<file path="src/tgi_pkg.sv">
// tgi_pkg: shared types and constants of the trilinear grid interpolator.
// Item and lane structs, item kind and status codes, sequencer state and corner phase types.
// No dependencies.
package tgi_pkg;

  localparam logic [16:0] ONE_Q16 = 17'd65536;

  typedef enum logic [2:0] {
    KIND_LOAD_X = 3'd0,
    KIND_LOAD_Y = 3'd1,
    KIND_LOAD_Z = 3'd2,
    KIND_LOAD_S = 3'd3,
    KIND_QUERY  = 3'd4
  } kind_e;

  typedef enum logic [1:0] {
    STATUS_OK            = 2'd0,
    STATUS_OUT_OF_BOX    = 2'd1,
    STATUS_NOT_ASCENDING = 2'd2
  } status_e;

  typedef struct packed {
    logic [2:0]         kind;
    logic [11:0]        slot;
    logic signed [31:0] load_value;
    logic signed [31:0] query_x;
    logic signed [31:0] query_y;
    logic signed [31:0] query_z;
  } in_item_t;

  typedef struct packed {
    logic signed [31:0] interpolated;
    status_e            status;
  } out_item_t;

  typedef enum logic [2:0] {
    S_IDLE,
    S_SCAN,
    S_DIV,
    S_CORNER,
    S_DONE
  } state_e;

  typedef enum logic [2:0] {
    PH_READ,
    PH_MUL2,
    PH_ROUND,
    PH_PROD,
    PH_ACC,
    PH_FIN
  } phase_e;

  typedef struct packed {
    logic scan_rd;
    logic div_start;
    logic div_step;
  } lane_ctrl_t;

  typedef struct packed {
    logic in_box;
    logic ascending;
  } lane_stat_t;

endpackage

</file>
<file path="src/tgi_ram.sv">
// tgi_ram: generic single-write, single-read RAM with registered read data.
// No dependencies.
module tgi_ram #(
  parameter int WIDTH = 32,
  parameter int DEPTH = 16
) (
  input  logic                     clk_i,
  input  logic                     we_i,
  input  logic [$clog2(DEPTH)-1:0] waddr_i,
  input  logic [WIDTH-1:0]         wdata_i,
  input  logic [$clog2(DEPTH)-1:0] raddr_i,
  output logic [WIDTH-1:0]         rdata_o
);

  logic [WIDTH-1:0] mem [DEPTH];
  logic [WIDTH-1:0] rdata_q;

  always_ff @(posedge clk_i) begin
    if (we_i) begin
      mem[waddr_i] <= wdata_i;
    end
    rdata_q <= mem[raddr_i];
  end

  assign rdata_o = rdata_q;

endmodule

</file>
<file path="src/tgi_lane.sv">
// tgi_lane: one axis lane. Holds the axis table, scans it for min, max, order and cell,
// then forms the Q1.16 fraction with a restoring divider, one quotient bit a cycle.
// Depends on tgi_pkg and tgi_ram.
module tgi_lane #(
  parameter int GRID_N = 16
) (
  input  logic                          clk_i,
  input  logic                          rst_ni,
  input  logic                          wr_en_i,
  input  logic [$clog2(GRID_N)-1:0]     wr_addr_i,
  input  logic signed [31:0]            wr_data_i,
  input  logic [$clog2(GRID_N)-1:0]     rd_addr_i,
  input  tgi_pkg::lane_ctrl_t           ctrl_i,
  input  logic signed [31:0]            coord_i,
  output tgi_pkg::lane_stat_t           stat_o,
  output logic [$clog2(GRID_N)-1:0]     cell_o,
  output logic [16:0]                   frac_o
);

  localparam int IW = $clog2(GRID_N);

  logic [31:0]        rdata;
  logic signed [31:0] d;
  logic               rd_vld_q;
  logic [IW-1:0]      rd_idx_q;
  logic signed [31:0] min_q, max_q, prev_q, lo_q, hi_q;
  logic signed [31:0] min_d, max_d, prev_d, lo_d, hi_d;
  logic               asc_q, asc_d;
  logic [IW-1:0]      cell_q, cell_d;
  logic signed [32:0] num;
  logic [32:0]        den;
  logic [33:0]        rem_q, rem_d, shifted;
  logic [16:0]        quo_q, quo_d;
  logic               first_q, first_d;

  tgi_ram #(.WIDTH(32), .DEPTH(GRID_N)) u_axis (
    .clk_i   (clk_i),
    .we_i    (wr_en_i),
    .waddr_i (wr_addr_i),
    .wdata_i (wr_data_i),
    .raddr_i (rd_addr_i),
    .rdata_o (rdata)
  );

  assign d = signed'(rdata);

  always_ff @(posedge clk_i or negedge rst_ni) begin
    if (!rst_ni) begin
      rd_vld_q <= 1'b0;
      rd_idx_q <= '0;
      first_q  <= 1'b0;
    end else begin
      rd_vld_q <= ctrl_i.scan_rd;
      rd_idx_q <= rd_addr_i;
      first_q  <= first_d;
    end
  end

  always_ff @(posedge clk_i) begin
    min_q  <= min_d;
    max_q  <= max_d;
    prev_q <= prev_d;
    lo_q   <= lo_d;
    hi_q   <= hi_d;
    asc_q  <= asc_d;
    cell_q <= cell_d;
    rem_q  <= rem_d;
    quo_q  <= quo_d;
  end

  // Scan: (prev, d) is cell idx-1; take cell 0, then any later one whose lower end is <= coord.
  always_comb begin
    min_d  = min_q;
    max_d  = max_q;
    prev_d = prev_q;
    lo_d   = lo_q;
    hi_d   = hi_q;
    asc_d  = asc_q;
    cell_d = cell_q;
    if (rd_vld_q) begin
      prev_d = d;
      if (rd_idx_q == '0) begin
        min_d = d;
        max_d = d;
        asc_d = 1'b1;
      end else begin
        if (d < min_q) min_d = d;
        if (d > max_q) max_d = d;
        if (d <= prev_q) asc_d = 1'b0;
        if ((rd_idx_q == IW'(1)) || (prev_q <= coord_i)) begin
          lo_d   = prev_q;
          hi_d   = d;
          cell_d = rd_idx_q - IW'(1);
        end
      end
    end
  end

  assign num = {coord_i[31], coord_i} - {lo_q[31], lo_q};
  assign den = 33'({hi_q[31], hi_q} - {lo_q[31], lo_q});
  assign shifted = first_q ? rem_q : {rem_q[32:0], 1'b0};

  // Divide: in a valid query num never exceeds the cell width, so the quotient has 17 bits.
  always_comb begin
    rem_d   = rem_q;
    quo_d   = quo_q;
    first_d = first_q;
    if (ctrl_i.div_start) begin
      rem_d   = num[32] ? '0 : {1'b0, num};
      quo_d   = '0;
      first_d = 1'b1;
    end else if (ctrl_i.div_step) begin
      first_d = 1'b0;
      if (shifted >= {1'b0, den}) begin
        rem_d = shifted - {1'b0, den};
        quo_d = {quo_q[15:0], 1'b1};
      end else begin
        rem_d = shifted;
        quo_d = {quo_q[15:0], 1'b0};
      end
    end
  end

  assign stat_o.in_box    = (coord_i >= min_q) && (coord_i <= max_q);
  assign stat_o.ascending = asc_q;
  assign cell_o = cell_q;
  assign frac_o = (quo_q > tgi_pkg::ONE_Q16) ? tgi_pkg::ONE_Q16 : quo_q;

endmodule

</file>
<file path="config.mk">
export PLATFORM = sky130hd
export DESIGN_NAME = tgi_lane
export DESIGN_NICKNAME = d
export VERILOG_FILES = /design/src/tgi_pkg.sv /design/src/tgi_ram.sv /design/src/tgi_lane.sv
export SDC_FILE = /design/constraint.sdc
export NUM_CORES = 1
export LEC_CHECK = 0
export BUFFER_PORTS_ARGS = -buffer_cell sky130_fd_sc_hd__buf_2
export CAP_MARGIN = 20
export CORE_MARGIN = 8
export CORE_UTILIZATION = 48
export CTS_CLUSTER_SIZE = 24
export DETAILED_ROUTE_END_ITERATION = 8
export HOLD_SLACK_MARGIN = 0.05
export PLACE_DENSITY = 0.71
export SKIP_LAST_GASP = 1
export SLEW_MARGIN = 20
export SYNTH_ARGS = -nofsm -noshare
export SYNTH_HDL_FRONTEND = slang
export SYNTH_HIERARCHICAL = 1
export SYNTH_SLANG_ARGS = --single-unit
export TNS_END_PERCENT = 10
</file>
<file path="constraint.sdc">
create_clock -name clk_i -period 10.6 [get_ports clk_i]
set_clock_uncertainty 0.2 [all_clocks]
set_input_delay 2.65 -clock clk_i [delete_from_list [all_inputs] [get_ports clk_i]]
set_output_delay 2.65 -clock clk_i [all_outputs]
set_load 0.02 [all_outputs]
</file>
; Yosys cells after proc, flatten, opt, wreduce, memory -nomap -nowiden
; Memory sizes are Yosys's and may differ from the RTL's. A register that Yosys moved wholly into a read port is not among the register bits.
; Cells that the tools add are included.
[word_totals]
out_inout_bits = 23
reg_bits = 222
in_bits = 78
ramBits = 512
word_cells = 54
mem_count = 1
[memory_table]
columns = memory, depth, width, read_ports, rd_clocked_by_memory_dff, wr, line_no
row1 = u_axis.mem, 16, 32, 1, 1, 1, tgi_ram.sv:15  ; logic [WIDTH-1:0] mem [DEPTH];
[classes]
n_mux = 16
magnitude_cmp = 8
n_reduce_logical = 11
addsub = 4
eq_ne = 1
n_bitwise = 1
[ops]
columns = op, count
row1 = $mux W32, 5
row2 = $mux W34, 4
row3 = $le A32 B32 Y1, 3
row4 = $sub A32 B32 Y33, 2
row5 = $ge A34 B33 Y1, 1
row6 = $sub A34 B33 Y34, 1
row7 = $ge A32 B32 Y1, 1
row8 = $gt A32 B32 Y1, 1
row9 = $lt A32 B32 Y1, 1
row10 = $gt A17 B17 Y1 const B, 1
row11 = $mux W17, 1
row12 = $reduce_bool A2 Y1, 4
row13 = $mux W1, 6
row14 = $reduce_and A2 Y1, 3
row15 = $eq A4 B1 Y1 const B, 1
row16 = $logic_not A4 Y1, 1
row17 = $sub A4 B1 Y4 const B, 1
row18 = $reduce_and A3 Y1, 1
row19 = $logic_and A1 B1 Y1, 1
row20 = $logic_or A1 B1 Y1, 1
row21 = $not A1 Y1, 1

; Longest topological paths before layout
; Gate-level depths: netlist (run 1).
[logic_depth]
ltp_word = 5
mapped_depth = 24
mapped_depth_nobuf = 23

; Cells and area by module
; Netlist (run 1), hierarchy kept.
[by_module_without_submodules]
columns = mod, n_inst, cells_per_inst, area_per_inst_um2, seq_area_each_um2
row1 = tgi_ram, 1, 838, 19854.0, 16015.4
row2 = tgi_lane, 1, 1745, 17714.5, 6466.2

; Least setup slack after synthesis (run 1)
; OpenSTA, ideal clock, no wires.
[synth_timing]
path_type = input to register
from = input coord_i[5]
to = register cell_q[0] (netlist: cell_o[0]) (enable)
t_required_ns = 9.884
stages = 10
setup_ns = 0.516
n_path_buf = 0
slack_ns = 2.285
arrival_time_ns = 7.599
cell_sequence = inv_1 -> ha_1 -> a21o_1 -> a21o_1 -> a21oi_1 -> o21ai_0 -> a21o_1 -> a221o_1 -> mux2_2 -> a21oi_1
[synth_via]
elab_chain_len = 3
[synth_rtl]
columns = element, line_no
row1 = start: declaration, tgi_lane.sv:14  ; input logic signed [31:0] coord_i,
row2 = $le A32 B32 Y1, tgi_lane.sv:90  ; if ((rd_idx_q == IW'(1)) || (prev_q <= coord_i)) begin
row3 = $logic_or A1 B1 Y1, tgi_lane.sv:90
row4 = $reduce_and A3 Y1 (no line), -
row5 = end signal: assignment, tgi_lane.sv:66  ; cell_q <= cell_d;
row6 = end: declaration, tgi_lane.sv:29  ; logic [IW-1:0] cell_q, cell_d;
; Every way passes these cells.
; A chain may end at the register's enable or synchronous reset.

==> reports/qor.yml, run 1 <==
min_period_over_period: 0.765
finalHoldViolations: 0
antenna_found_initial: 15
cts_tree: "built"
synth.area.top_cells: "edfxtp_1 57%, ha_1 9.7%, mux4_2 7.7%"
num_vias: 22500
area_delta_synth_final_pct: 11.7
route.met2.wl_mm: 43.8
grt_max_degree: 87
yosysMostFrequentCell: "edfxtp_1"
cp-start-kind: "primary input"
clk_pin_slew_ns: 0.06
core_area_mm2: 0.0775
initial_utilization: 0.485
fmax_mhz: 123
cts-hold-fix-buffers: 0
leakagePower_nw: 16.2
slew_headroom: 0.229
via_per_inst: 5.87
dr_wl_met3_mm: 6.69
grt_usage: 0.205
netlist.top_cell.by_area: "edfxtp_1"
synth_commonest_cells: "711 x edfxtp_1, 290 x ha_1, 188 x inv_1"
synth_cell_type_count: 91
grt_pass1_vias: 23400
dp.cells: 3678
layout.cells.non_filler: 3835
cts-root-buf: "clkbuf_16"
drive_above_1_share: 0.164
drt-pass1-iter-count: 5
min_path_type: "register to register"
maxCapViolCount: 0
ys_ff_latch: 766
synth-edff-count: 711
die_y_um: 296
wl_per_cell_um: 23.5
yosysTopAreaCellShare: 0.568
postCtsSetupBuffers: 0
pin_count: 101
holdWs_ns: 0.304
cp.arrival_ns: 5.26
synth-main-ff-cell: "edfxtp_1"
cts_buffer_depth: 3
netlist_instances: 2583
setup_viol: 0
post_cts_resized: 0
io_buffers: 100
highest_layer: "met5"
period_needed_ns: 8.11
ys_warn_count: 6
n_fill_cell: 6127
ys_seq_area_frac: 0.598
synthArstFlopShare: 0.00783
drt_iter0_drc: 1636
worst_pin_slew_ns: 1.13
vdd_drop_max_mv: 0.114
rsz0062_at_grt: "false"
drv_slew: 0
power_mw: 8.80
dp_hpwl_mm: 60.2
syn-cell-area_mm2: 0.0376
gr-total-overflow: 0
syn_area_per_cell_um2: 14.5
wirelength_mm: 90.1
h-tree-depth: 3
numClockSinks: 766
p_per_area_mw_per_mm2: 210
crit_required_ns: 7.75
drtAntennaViolNets: 0
drc: 0
die_w_um: 296
layout.nets: 3092
numCtsBuffers: 81
dieArea_mm2: 0.0875
grt_pass1_wl_mm: 138
path_class: "primary input to output port"
crit_fanout: 5
place_congestion: 0.943
wl_met1_mm: 36.6
clk-insertion-delay-late_ns: 0.62
end_kind: "output port"
num_rows: 102
synth.net_count: 2954
outcome: "finished clean"
fin_tns_setup_ns: 0
==> critical path, stage by stage <==
cell	delay, ns
buf_2	0.15
ha_1	0.31
nor2b_1	0.13
o21a_1	0.15
o21ai_0	0.16
a21oi_1	0.11
o31a_1	0.36
o21ai_0	0.25
and3_1	0.19
a311oi_1	0.06
nor3_1	0.46
buf_2	0.26
==> layout by cell type, fill, tap and decap left out, types with 9 or more instances in the layout <==
master     count
nor2b_1       42
o211ai_1       9
ha_1         290
xor2_1        41
nand3_1       22
a22oi_1       67
o21a_1        18
xnor2_1       45
nand2_1       95
a21oi_1      132
clkbuf_16     82
a211o_1       10
o21ai_0       77
mux4_2       128
clkbuf_1      13
inv_1        188
a31oi_1       10
clkinv_2      14
buf_2         98
a211oi_1      13
mux2_2        35
dfxtp_1       49
nor2_4        14
o22ai_1       29
diode_2       10
nand4_1       56
a21o_1       115
mux2i_1       44
clkinv_1      14
buf_4         30
edfxtp_1     711
nand2b_1      22
nor4_1        14
nor2_1        93
and3_1        10
nor3_1        15
==> cell type report <==
cell class | instances | area (um2) | share of cell area
clock buffer | 100 | 2170 | 0.0517
inverter | 188 | 706 | 0.0168
clock inverter | 47 | 419 | 0.00999
antenna | 10 | 25.0 | 0.000596
multi-input combinational | 1555 | 14100 | 0.337
sequential | 766 | 22500 | 0.536
tap | 1040 | 1300 | 0.0310
timing repair buffer | 129 | 731 | 0.0174
==> path summary, 6_finish.rpt <==
check | slack, ns | endpoint | start | cells after the start
min in group asynchronous | 1.68 | first_q | rst_ni | 1
hold / removal | 0.30 | lo_q[5] | prev_q[5] | 0
max in group asynchronous | 8.29 | rd_idx_q[2] | rst_ni | 1
hold reg to reg | 0.30 | lo_q[5] | prev_q[5] | 0
setup / recovery | 2.49 | stat_o[1] | coord_i[1] | 12
setup reg to reg | 4.12 | rem_q[23] | hi_q[0] | 22
==> per-layer routing <==
metal	vias to the layer above	global-route usage
met2	807	0.348
li1	10400	-
met5	-	0
met4	12	0.0738
met3	173	0.0361
met1	11100	0.265
==> registers in the layout, summed over array words and instances (netlist names) <==
signal,count
rd_vld_q,1
first_q,1
min_q,32
hi_q,32
rd_idx_q,4
u_axis/mem,512
lo_q,32
cell_o,4
max_q,32
prev_q,32
u_axis/rdata_o,32
quo_q,17
rem_q,34
asc_q,1
==> cells by family (layout without fill, tap and decap cells) <==
kind of cell / count (synthesis) / after routing / synth area share
AO/OA/AOI/OAI: 538 / 538 / 0.0962
adder cells (fa/ha/maj): 293 / 293 / 0.0982
AND/OR/NAND/NOR: 431 / 431 / 0.0587
other: 0 / 10 / 0
flip-flops: 766 / 766 / 0.598
buffers and inverters: 262 / 464 / 0.0295
multiplexers: 207 / 207 / 0.0989
XOR/XNOR: 86 / 86 / 0.0200
==> stage by stage <==
stage          instance area, um2   util  setup WS (ns)
2_1_floorplan               37600      -           2.29
3_3_place_gp                39300  0.508           2.48
3_5_place_dp                39300  0.508           2.45
4_1_cts                     41900  0.541           2.43
5_1_grt                     41900  0.541           2.39
6_report                    42000  0.542           2.49
==> power breakdown <==
part           switching [mW]  internal, mW
clock                    1.14          1.60
sequential              0.108          3.56
combinational            1.40         0.983
total                    2.64          6.15
Note: power is estimated with default switching activity, not from simulation.
==> run 2: changes to the inputs <==
--- a/config.mk
+++ b/config.mk
@@ -5,6 +5,7 @@
 export SDC_FILE = /design/constraint.sdc
 export NUM_CORES = 1
 export LEC_CHECK = 0
+export ABC_AREA = 1
 export BUFFER_PORTS_ARGS = -buffer_cell sky130_fd_sc_hd__buf_2
 export CAP_MARGIN = 20
 export CORE_MARGIN = 8
==> constraint.sdc (replaced) <==
create_clock -name clk_i -period 8.2 [get_ports clk_i]
set_clock_uncertainty 0.2 [all_clocks]
set_input_delay 2.05 -clock clk_i [delete_from_list [all_inputs] [get_ports clk_i]]
set_output_delay 2.05 -clock clk_i [all_outputs]
set_load 0.02 [all_outputs]
==> reports/qor.yml, run 2 <==
outcome: "finished clean"
numCtsBuffers: 83
numClockSinks: 766
finalHoldViolations: 0
synth-main-ff-cell: "edfxtp_1"
post_cts_resized: 0
drt-pass1-iter-count: 5
cts_buffer_depth: 3
cts-hold-fix-buffers: 0
fin_tns_setup_ns: 0
min_period_over_period: 0.766
r2r_cells: 22
h-tree-depth: 3
cp.arrival_ns: 4.03
gr-total-overflow: 0
pin_count: 101
synth.net_count: 5141
cpPeakStageDelay_ns: 0.34
vdd_drop_max_mv: 0.197
wirelength_mm: 114
num_rows: 109
syn_area_per_cell_um2: 8.89
slew_headroom: 0.347
r2r_end: "rem_q[32]"
largest-register: "u_axis/mem"
internal_power_mw: 7.98
core_area_mm2: 0.0880
min_to: "lo_q[20]"
yosysTopAreaCellShare: 0.503
final_cell_mix: "1380 x nand2_1, 854 x inv_1, 711 x edfxtp_1"
die_y_um: 313
yosysMostFrequentCell: "nand2_1"
worst_pin_slew_ns: 0.979
antenna_found_initial: 13
p_switching_mw: 3.99
drv_slew: 0
timing.rr.start: "hi_q[0]"
placed_cell_area_mm2: 0.0439
ys_warn_count: 6
synthArstFlopShare: 0.00783
end_kind: "output port"
netlist.top_cell.by_area: "edfxtp_1"
maxCapViolCount: 0
drive_above_1_share: 0.0604
cts_tree: "built"
num_vias: 32100
layout.cells.non_filler: 6090
min_path_cells: 0
wl_per_cell_um: 18.8
largest_reg_flops: 512
period_needed_ns: 6.28
design_area_mm2: 0.0468
grt_max_degree: 158
die_w_um: 313
swShare: 0.333
netlist_instances: 4770
cp-start-kind: "primary input"
synth_cell_type_count: 48
top_regs: "u_axis/mem x512, rem_q x34"
synth_commonest_cells: "1380 x nand2_1, 855 x inv_1, 711 x edfxtp_1"
setup_viol: 0
clk_pin_slew_ns: 0.05
grt_pass1_vias: 31600
area_delta_synth_final_pct: 10.3
p_comb_frac: 0.286
leakagePower_nw: 21.5
place_ws_ns: 1.86
io_buffers: 100
dieArea_mm2: 0.0982
dp_hpwl_mm: 76.9
drtAntennaViolNets: 0
crit_required_ns: 5.95
finalWorstSetupSlack_ns: 1.92
synth-edff-count: 711
layout.nets: 5221
fmax_mhz: 159
holdWs_ns: 0.301
grt_usage: 0.227
via_per_inst: 5.26
synth.area.top_cells: "edfxtp_1 50%, nand2_1 12%, ha_1 8.6%"
p_per_area_mw_per_mm2: 256
cp_slowest_cell: "ha_1"
postCtsSetupBuffers: 0
drc: 0
crit_fanout: 4
min_path_type: "register to register"
grt_pass1_wl_mm: 175
crit_top_cell: "nand2_1"
r2r_slack_ns: 2.63
ys_ff_latch: 766
utilization: 0.532
drt_iter0_drc: 2290
ys_seq_area_frac: 0.530
clk-insertion-delay-late_ns: 0.65
initial_utilization: 0.482
place_congestion: 0.975
rsz0062_at_grt: "false"
clockPowerShare: 0.317
hold_start: "prev_q[20]"
mostFrequentLayoutCell: "nand2_1"
path_class: "primary input to output port"
p_seq_frac: 0.397
syn-cell-area_mm2: 0.0424
crit_chain: "buf_2, ha_1, nand2_1, nor2_1, nand4_1, nor4_1, nand2_1, nand2_1, nand2_1, nand3_1, nand2_1, inv_1, buf_2"
power_mw: 12.0
cts-root-buf: "clkbuf_16"
dp.cells: 5929
-- run 2: cell count changes after synthesis, moves of 42 or more --
| cell | previous run | this run |
|---|---|---|
| a21o_1 | 115 | 4 |
| inv_1 | 188 | 855 |
| nand2_1 | 95 | 1380 |
| nor2b_1 | 45 | 0 |
| mux4_2 | 128 | 0 |
| nor2_1 | 106 | 223 |
| a21oi_1 | 133 | 204 |
| buf_2 | 8 | 50 |
| a22oi_1 | 67 | 0 |
| mux2i_1 | 44 | 0 |
| nand3_1 | 22 | 520 |
-- run 2: how the worst max path moves through the flow --
stage | endpoint | from | slack [ns] | depth (start not counted)
after CTS | stat_o[1] | coord_i[31] | 1.85 | 13
after detailed placement | stat_o[1] | coord_i[31] | 1.86 | 13
after global placement | stat_o[1] | coord_i[31] | 1.84 | 13
after floorplan | cell_o[0] | coord_i[23] | 1.57 | 10
final | stat_o[1] | coord_i[31] | 1.92 | 13
after global routing | stat_o[1] | coord_i[31] | 1.73 | 13
-- run 2: logic make-up (layout without fill, tap and decap cells) --
group                    count (synthesis)  in the layout  share of synthesized area
AO/OA/AOI/OAI                          386            386                     0.0492
XOR/XNOR                                55             55                     0.0114
adder cells (fa/ha/maj)                293            293                     0.0869
buffers and inverters                 1000           1148                     0.0969
flip-flops                             766            766                      0.530
other                                    0              7                          0
AND/OR/NAND/NOR                       2270           2270                      0.226
-- run 2: power by group through the flow --
stage / Clock, mW / Sequential, mW / Combinational [mW]
6_report: 3.80 / 4.75 / 3.42
5_1_grt: 4.02 / 4.78 / 3.86
4_1_cts: 3.87 / 4.75 / 3.40
3_5_place_dp: 0 / 4.83 / 3.37
3_3_place_gp: 0 / 4.82 / 3.33
2_1_floorplan: 0 / 4.79 / 2.49
-- run 2: area by class of cell --
cell class | instances | area [um2]
Clock buffer | 116 | 2330
Antenna cell | 7 | 17.5
Inverter | 860 | 3240
Fill cell | 7917 | 41200
Timing Repair Buffer | 135 | 811
Sequential cell | 766 | 22500
Clock inverter | 37 | 490
Multi-Input combinational cell | 3004 | 16000
Tap cell | 1165 | 1460
-- run 2: critical path: cells and delay by family --
kind | cells | cell delay [ns]
AND/OR/NAND/NOR | 9 | 1.23
buffers and inverters | 3 | 0.40
adder cells (fa/ha/maj) | 1 | 0.34
-- run 2: per-layer routing --
layer,track usage,vias to the layer above,part of all wire
li1,-,15800,-
met1,0.283,15000,0.41
met2,0.394,1001,0.49
met3,0.0294,275,0.056
met4,0.100,6,0.044
met5,0,-,0.00032
